### config.mk
export PLATFORM = sky130hd
export DESIGN_NAME = utf8_accent_fold_to_ascii
export DESIGN_NICKNAME = d
export VERILOG_FILES = /design/src/rtl/core/uafta_pkg.sv /design/src/rtl/core/utf8_accent_fold_to_ascii.sv /design/src/rtl/core/uafta_front.sv /design/src/rtl/core/uafta_queue.sv /design/src/rtl/core/uafta_back.sv
export SDC_FILE = /design/constraint.sdc
export NUM_CORES = 1
export LEC_CHECK = 0
export BUFFER_PORTS_ARGS = -buffer_cell sky130_fd_sc_hd__buf_2
export CAP_MARGIN = 20
export CELL_PAD_IN_SITES_DETAIL_PLACEMENT = 1
export CELL_PAD_IN_SITES_GLOBAL_PLACEMENT = 1
export CORE_UTILIZATION = 46
export DETAILED_ROUTE_END_ITERATION = 12
export PLACE_DENSITY = 0.82
export SLEW_MARGIN = 20
export SYNTH_ARGS = -nofsm -noshare
export SYNTH_HDL_FRONTEND = slang
export SYNTH_SLANG_ARGS = --single-unit
### constraint.sdc
create_clock -name clk -period 2.9 [get_ports clk]
set_input_delay 0.435 -clock clk [delete_from_list [all_inputs] [get_ports clk]]
set_output_delay 0.435 -clock clk [all_outputs]
set_load 0.05 [all_outputs]
### src/rtl/core/uafta_pkg.sv
// Shared types, constants and fold table for the UTF-8 accent folding block.
// Used by the front, queue, back and top-level modules.
`default_nettype none

package uafta_pkg;

  localparam logic [7:0] LEAD_ACCENT = 8'hC3;
  localparam logic [6:0] CASE_OFFSET = 7'h20;

  localparam logic [6:0] CH_A = 7'h61;
  localparam logic [6:0] CH_C = 7'h63;
  localparam logic [6:0] CH_E = 7'h65;
  localparam logic [6:0] CH_I = 7'h69;
  localparam logic [6:0] CH_N = 7'h6E;
  localparam logic [6:0] CH_O = 7'h6F;
  localparam logic [6:0] CH_U = 7'h75;
  localparam logic [6:0] CH_NONE = 7'h00;

  typedef enum logic [1:0] {
    KIND_DROP,
    KIND_PASS,
    KIND_FOLD
  } kind_t;

  typedef struct packed {
    kind_t      kind;
    logic [7:0] data;
    logic       last;
  } q_entry_t;

  typedef struct packed {
    logic full;
    logic empty;
  } q_stat_t;

  typedef struct packed {
    logic skip_busy;
    logic accent_pending;
  } fe_stat_t;

  // Lower-case letter for a 0xC3 follower by its low five bits; CH_NONE drops.
  function automatic logic [6:0] fold_lower(input logic [4:0] idx);
    logic [6:0] ch;
    case (idx) inside
      [5'd0:5'd5]:   ch = CH_A;
      5'd7:          ch = CH_C;
      [5'd8:5'd11]:  ch = CH_E;
      [5'd12:5'd15]: ch = CH_I;
      5'd17:         ch = CH_N;
      [5'd18:5'd22]: ch = CH_O;
      [5'd25:5'd28]: ch = CH_U;
      default:       ch = CH_NONE;
    endcase
    return ch;
  endfunction

  function automatic logic [6:0] fold_follower(input logic [7:0] b);
    logic [6:0] ch;
    ch = CH_NONE;
    if (b[7:6] == 2'b10) begin
      ch = fold_lower(b[4:0]);
      if (ch != CH_NONE && !b[5]) begin
        ch = ch - CASE_OFFSET;
      end
    end
    return ch;
  endfunction

endpackage

`default_nettype wire

### src/rtl/core/utf8_accent_fold_to_ascii.sv
// UTF-8 to ASCII accent folding, top level.
// Depends on uafta_pkg, uafta_front, uafta_queue and uafta_back.
//
// Takes one UTF-8 byte per cycle while in_ready is high and gives exactly one
// result per byte: an ASCII character with out_valid high, or a dropped slot
// with out_valid low; out_end_of_text repeats in_last. Throughput is one
// byte per clock when neither side stalls, set by the combinational decode
// in the front end and the output register in the back end. A queue of
// QUEUE_DEPTH entries (at least 2) lets input and output stall apart.
`default_nettype none

module utf8_accent_fold_to_ascii #(
  parameter int QUEUE_DEPTH = 2
) (
  input  wire logic        clk,
  input  wire logic        rst_n,
  input  wire logic        in_valid,
  output logic             in_ready,
  input  wire logic [7:0]  in_byte,
  input  wire logic        in_last,
  output logic             out_res_valid,
  input  wire logic        out_res_ready,
  output logic [6:0]       out_byte,
  output logic             out_valid,
  output logic             out_end_of_text
);
  import uafta_pkg::*;

  q_stat_t   q_stat;
  q_entry_t  push_data;
  q_entry_t  pop_data;
  fe_stat_t  fe_stat;
  logic      push;
  logic      pop;

  uafta_front u_front (
    .clk       (clk),
    .rst_n     (rst_n),
    .in_valid  (in_valid),
    .in_ready  (in_ready),
    .in_byte   (in_byte),
    .in_last   (in_last),
    .q_stat    (q_stat),
    .push      (push),
    .push_data (push_data),
    .fe_stat   (fe_stat)
  );

  uafta_queue #(
    .DEPTH (QUEUE_DEPTH)
  ) u_queue (
    .clk       (clk),
    .rst_n     (rst_n),
    .push      (push),
    .push_data (push_data),
    .pop       (pop),
    .pop_data  (pop_data),
    .q_stat    (q_stat)
  );

  uafta_back u_back (
    .clk             (clk),
    .rst_n           (rst_n),
    .q_stat          (q_stat),
    .pop_data        (pop_data),
    .pop             (pop),
    .out_res_valid   (out_res_valid),
    .out_res_ready   (out_res_ready),
    .out_byte        (out_byte),
    .out_valid       (out_valid),
    .out_end_of_text (out_end_of_text)
  );

`ifndef ASSERT_OFF
  a_last_clears: assert property (@(posedge clk) disable iff (!rst_n)
    in_valid && in_ready && in_last |=> !fe_stat.skip_busy && !fe_stat.accent_pending)
    else $error("sequence state not cleared after last byte");

  a_state_excl: assert property (@(posedge clk) disable iff (!rst_n)
    !(fe_stat.skip_busy && fe_stat.accent_pending))
    else $error("skip and accent states both active");

  a_back_drains: assert property (@(posedge clk) disable iff (!rst_n)
    !q_stat.empty && !out_res_valid |=> out_res_valid)
    else $error("queued request not moved to output");
`endif

endmodule

`default_nettype wire

### src/rtl/core/uafta_front.sv
// Front end: accept input bytes, track multi-byte sequence state, classify.
// Depends on uafta_pkg.
`default_nettype none

module uafta_front (
  input  wire logic                 clk,
  input  wire logic                 rst_n,
  input  wire logic                 in_valid,
  output logic                      in_ready,
  input  wire logic [7:0]           in_byte,
  input  wire logic                 in_last,
  input  wire uafta_pkg::q_stat_t   q_stat,
  output logic                      push,
  output uafta_pkg::q_entry_t       push_data,
  output uafta_pkg::fe_stat_t       fe_stat
);
  import uafta_pkg::*;

  logic [1:0] skip_r, skip_nxt;
  logic       acc_r, acc_nxt;
  kind_t      kind;

  assign in_ready = !q_stat.full;
  assign push     = in_valid && in_ready;

  always_comb begin
    skip_nxt = skip_r;
    acc_nxt  = acc_r;
    kind     = KIND_DROP;
    if (skip_r != 2'd0) begin
      skip_nxt = skip_r - 2'd1;
    end else if (acc_r) begin
      acc_nxt = 1'b0;
      kind    = KIND_FOLD;
    end else if (!in_byte[7]) begin
      kind = KIND_PASS;
    end else if (in_byte == LEAD_ACCENT) begin
      acc_nxt = 1'b1;
    end else if (in_byte[7:5] == 3'b110) begin
      skip_nxt = 2'd1;
    end else if (in_byte[7:4] == 4'b1110) begin
      skip_nxt = 2'd2;
    end else if (in_byte[7:3] == 5'b11110) begin
      skip_nxt = 2'd3;
    end
    if (in_last) begin
      skip_nxt = 2'd0;
      acc_nxt  = 1'b0;
    end
  end

  assign push_data.kind = kind;
  assign push_data.data = in_byte;
  assign push_data.last = in_last;

  assign fe_stat.skip_busy      = (skip_r != 2'd0);
  assign fe_stat.accent_pending = acc_r;

  always_ff @(posedge clk) begin
    if (!rst_n) begin
      skip_r <= 2'd0;
      acc_r  <= 1'b0;
    end else if (push) begin
      skip_r <= skip_nxt;
      acc_r  <= acc_nxt;
    end
  end

endmodule

`default_nettype wire

### src/rtl/core/uafta_queue.sv
// Short request queue between front and back ends.
// Depends on uafta_pkg.
`default_nettype none

module uafta_queue #(
  parameter int DEPTH = 2
) (
  input  wire logic                 clk,
  input  wire logic                 rst_n,
  input  wire logic                 push,
  input  wire uafta_pkg::q_entry_t  push_data,
  input  wire logic                 pop,
  output uafta_pkg::q_entry_t       pop_data,
  output uafta_pkg::q_stat_t        q_stat
);
  import uafta_pkg::*;

  localparam int PW = $clog2(DEPTH);
  localparam int CW = $clog2(DEPTH + 1);

  q_entry_t        mem_r [DEPTH];
  logic [PW-1:0]   wr_ptr_r, rd_ptr_r;
  logic [CW-1:0]   count_r;

  function automatic logic [PW-1:0] ptr_inc(input logic [PW-1:0] p);
    return (p == PW'(DEPTH - 1)) ? '0 : p + 1'b1;
  endfunction

  assign q_stat.full  = (count_r == CW'(DEPTH));
  assign q_stat.empty = (count_r == '0);
  assign pop_data     = mem_r[rd_ptr_r];

  always_ff @(posedge clk) begin
    if (push) begin
      mem_r[wr_ptr_r] <= push_data;
    end
  end

  always_ff @(posedge clk) begin
    if (!rst_n) begin
      wr_ptr_r <= '0;
      rd_ptr_r <= '0;
      count_r  <= '0;
    end else begin
      if (push) begin
        wr_ptr_r <= ptr_inc(wr_ptr_r);
      end
      if (pop) begin
        rd_ptr_r <= ptr_inc(rd_ptr_r);
      end
      if (push && !pop) begin
        count_r <= count_r + 1'b1;
      end else if (pop && !push) begin
        count_r <= count_r - 1'b1;
      end
    end
  end

endmodule

`default_nettype wire

### src/rtl/core/uafta_back.sv
// Back end: fold queued requests into ASCII and hold them in the output register.
// Depends on uafta_pkg.
`default_nettype none

module uafta_back (
  input  wire logic                 clk,
  input  wire logic                 rst_n,
  input  wire uafta_pkg::q_stat_t   q_stat,
  input  wire uafta_pkg::q_entry_t  pop_data,
  output logic                      pop,
  output logic                      out_res_valid,
  input  wire logic                 out_res_ready,
  output logic [6:0]                out_byte,
  output logic                      out_valid,
  output logic                      out_end_of_text
);
  import uafta_pkg::*;

  logic       vld_r;
  logic [6:0] ch_r;
  logic       chv_r;
  logic       eot_r;
  logic [6:0] ch_nxt;
  logic       chv_nxt;
  logic [6:0] folded;

  assign pop    = !q_stat.empty && (!vld_r || out_res_ready);
  assign folded = fold_follower(pop_data.data);

  always_comb begin
    case (pop_data.kind)
      KIND_PASS: begin
        ch_nxt  = pop_data.data[6:0];
        chv_nxt = 1'b1;
      end
      KIND_FOLD: begin
        ch_nxt  = folded;
        chv_nxt = (folded != CH_NONE);
      end
      default: begin
        ch_nxt  = CH_NONE;
        chv_nxt = 1'b0;
      end
    endcase
  end

  always_ff @(posedge clk) begin
    if (!rst_n) begin
      vld_r <= 1'b0;
    end else if (pop) begin
      vld_r <= 1'b1;
    end else if (out_res_ready) begin
      vld_r <= 1'b0;
    end
  end

  always_ff @(posedge clk) begin
    if (pop) begin
      ch_r  <= ch_nxt;
      chv_r <= chv_nxt;
      eot_r <= pop_data.last;
    end
  end

  assign out_res_valid   = vld_r;
  assign out_byte        = ch_r;
  assign out_valid       = chv_r;
  assign out_end_of_text = eot_r;

endmodule

`default_nettype wire

==> impl_metrics.csv <==
group,metric,value,unit
outcome,run_status,"finished clean",
worst_setup_path,setup.worst_path.end_class,"flip-flop",
clocking,tritoncts_clock_tree,"yes",
synth,primary_ff_master_synth,"sky130_fd_sc_hd__edfxtp_1",
synth,yosys_top_cell_by_area,"sky130_fd_sc_hd__edfxtp_1",
synth,mapped_nets,177,
placement,port_buffers,23,
clocking,post_cts.resized_instances,0,
routing,drt-pass1-iter-count,4,
synth,synth-edff-count,31,
worst_setup_path,timing.critical_path.from_type,"flip-flop",
placement,detailedPlacementHpwl,2950,µm
final_layout,nNetsFinal,206,
worst_hold_path,min_path_cells,1,
die,top_level_ports,24,
clocking,cts_htree_levels,2,
clocking,cts.reportedPaths.clkPinSlew,0.08,ns
synth,synth_warnings,0,
routing,drt.antenna.violating_nets,0,
synth,synth.ff_latch_count,40,
clocking,cts_root_buffer,"sky130_fd_sc_hd__clkbuf_8",
global_routing,grt_overflow_total,0,
final_layout,syn2layout_area_growth,12.9,%
synth,netlist_area_pre_place,1980,µm²
final_layout,layout.filler_cells,433,
worst_setup_path,crit_type,"reg -> reg",
die,start_util,0.487,
power_and_ir_drop,power.ir.vdd_worst,0.387,mV
worst_setup_path,timing.reg2reg.setup_slack,0.39,ns
global_routing,grt_antenna_before_repair,0,
worst_setup_path,critical_path_required,2.93,ns
routing,viasPerCell,5.62,
synth,synth_area_per_cell,12.4,µm²
timing,worst_slew_margin_rel,0.668,
worst_hold_path,min-delay-start,"in_byte[0]",
worst_setup_path,arrival,2.54,ns
die,core,4060,µm²
clocking,holdBufCountCts,0,
worst_hold_path,worstHoldPathType,"in -> reg",
worst_setup_path,worstReg2RegEnd,"u_back.out_valid$_DFFE_PP_",
final_layout,antenna_cells_inserted,0,
synth,synth_sequential_area_ratio,0.562,
worst_setup_path,worst-path-max-fanout,19,
power_and_ir_drop,power_leakage,0.000820,µW
synth,syn-instance-count,160,
timing,rsz0062_at_grt,"no",
clocking,clock_latency,0.29,ns
timing,report.final.hold_viol_count,0,
timing,fmaxAchievable,398,MHz
routing,routed-via-count,1349,
clocking,post-cts-setup-buffer-count,0,
synth,async_flop_share,0,
timing,timing.clock.skew,0.00581,ns
timing,final_max_slew_viol_count,0,
synth,yosys.cell_types.count,48,
synth,synth.most_common_cell,"sky130_fd_sc_hd__edfxtp_1",
clocking,total_clock_buffers_created_by_cts,5,
clocking,clock_tree.buffer_depth,2,
clocking,clkSinkCount,40,
global_routing,vias_in_the_first_global_route,1320,
synth,synthDominantCellAreaShare,0.471,
die,fp.dieW,67.6,µm
die,std_cell_rows,23,
worst_setup_path,ff2ff_path_depth,8,
final_layout,final_layout_size_suffix_gt1_frac,0.242,
die,die_outline_height,67.6,µm
worst_hold_path,hold-path-endpoint,"u_queue.mem_r[1][1]$_DFFE_PP_",
timing,worst_hold_slack,0.348,ns
timing,final_min_period_over_clock_period,0.867,
timing,minimum_period_implied_by_the_final_worst_setup_slack,2.51,ns
job,max_cap_violations,0,
power_and_ir_drop,power.density_cell_area,974,nW/µm²
synth,commonest_cells_in_the_synthesized_netlist,"sky130_fd_sc_hd__edfxtp_1 (31), sky130_fd_sc_hd__nor2_1 (12), sky130_fd_sc_hd__dfxtp_1 (9)",
synth,synth.top_cells.by_area,"sky130_fd_sc_hd__edfxtp_1 (47%), sky130_fd_sc_hd__dfxtp_1 (9.1%), sky130_fd_sc_hd__mux2i_1 (3.5%)",
power_and_ir_drop,power,2170,µW
timing,setup-tns-final,0,ns
global_routing,grt_first_pass_wirelength,6320,µm
routing,route.detailed.wl_per_inst,16.3,µm
global_routing,grt_usage,0.192,
timing,max_slew.worst_pin.slew,0.484,ns
routing,drtIter0Drc,50,
die,floorplan.die_area,4560,µm²
global_routing,grt_start_max_net_pins,20,
placement,placer_s_final_routability_congestion_estimate,0.869,
routing,totalWireLength,3910,µm
timing,setup_violations,0,
routing,drcViolationCount,0,
[metrics by stage]
stage / std cells / setup WS, ns / cell area [µm²] / utilization
after floorplan: 160 / 0.732 / 1980 / -
after global placement: 232 / 0.524 / 2150 / 0.529
after detailed placement: 232 / 0.413 / 2150 / 0.529
after CTS: 240 / 0.399 / 2230 / 0.550
after global routing: 240 / 0.229 / 2230 / 0.550
final: 240 / 0.385 / 2230 / 0.550
[routing by layer]
layer / vias up / share of wire / GRT usage / wire [µm]
met3: 2 / 0.033 / 0.0456 / 127
met5: - / 0 / 0 / 0
met2: 27 / 0.50 / 0.322 / 1950
li1: 672 / - / - / -
met1: 648 / 0.46 / 0.242 / 1800
met4: 0 / 0.0059 / 0.0559 / 23
[placed cells by master, fill, tap and decap left out, types with 4 or more instances in the layout]
master,n
sky130_fd_sc_hd__edfxtp_1,31
sky130_fd_sc_hd__buf_2,23
sky130_fd_sc_hd__nor2_1,12
sky130_fd_sc_hd__dfxtp_1,9
sky130_fd_sc_hd__nand2_1,8
sky130_fd_sc_hd__mux2i_1,7
sky130_fd_sc_hd__nor3_1,7
sky130_fd_sc_hd__a21oi_1,7
sky130_fd_sc_hd__o21ai_0,7
sky130_fd_sc_hd__inv_1,6
sky130_fd_sc_hd__and2_1,5
sky130_fd_sc_hd__clkbuf_8,5
sky130_fd_sc_hd__mux2_4,4
sky130_fd_sc_hd__ha_1,4
[report_power, final]
| part | internal (µW) | total [µW] | leakage, µW | switching [µW] |
|---|---|---|---|---|
| Combinational | 306 | 973 | 0.000410 | 667 |
| Sequential | 787 | 843 | 0.000369 | 55.3 |
| Clock | 168 | 359 | 0.0000412 | 191 |
[critical path: stages, from the launching register on]
cell                        delay, ns
sky130_fd_sc_hd__dfxtp_1         0.31
sky130_fd_sc_hd__buf_4           0.28
sky130_fd_sc_hd__mux2i_1         0.49
sky130_fd_sc_hd__nor4_4          0.10
sky130_fd_sc_hd__o21ai_2         0.24
sky130_fd_sc_hd__nand3_1         0.12
sky130_fd_sc_hd__ha_1            0.33
sky130_fd_sc_hd__a2111oi_2       0.26
sky130_fd_sc_hd__o311ai_1        0.13
[kinds of logic (layout without fill, tap and decap cells)]
family,after synthesis,count (layout),share of synthesized area
AO/OA/AOI/OAI,37,37,0.130
adder cells (fa/ha/maj),5,5,0.0310
multiplexers,15,15,0.0943
XOR/XNOR,3,3,0.0133
buffers and inverters,10,40,0.0266
flip-flops,40,40,0.562
AND/OR/NAND/NOR,50,50,0.143
[flip-flops by register name (all words and copies together) (netlist names), named ones only]
register and count:
u_queue.mem_r 22, u_back.out_byte 7, u_front.skip_r 2, u_queue.count_r 2, u_back.out_end_of_text 1, u_back.out_res_valid 1, u_back.out_valid 1, u_front.acc_r 1
u_queue.rd_ptr_r 1, u_queue.wr_ptr_r 1
[worst max path at each step]
stage                                 end       from  slack [ns]
2_1_floorplan  u_back.out_valid$_DFFE_PP_  flip-flop        0.73
3_3_place_gp   u_back.out_valid$_DFFE_PP_  flip-flop        0.52
3_5_place_dp   u_back.out_valid$_DFFE_PP_  flip-flop        0.41
4_1_cts        u_back.out_valid$_DFFE_PP_  flip-flop        0.40
5_1_grt        u_back.out_valid$_DFFE_PP_  flip-flop        0.23
6_report       u_back.out_valid$_DFFE_PP_  flip-flop        0.39
[area by class of cell]
class | instances | area, µm² | share of cell area
sequential | 40 | 1110 | 0.498
multi-input combinational | 110 | 813 | 0.364
timing repair buffer | 26 | 138 | 0.0617
clock buffer | 6 | 72.6 | 0.0325
tap | 50 | 62.6 | 0.0280
inverter | 6 | 22.5 | 0.0101
clock inverter | 2 | 12.5 | 0.00561
Note: power is estimated with default switching activity, not from simulation.
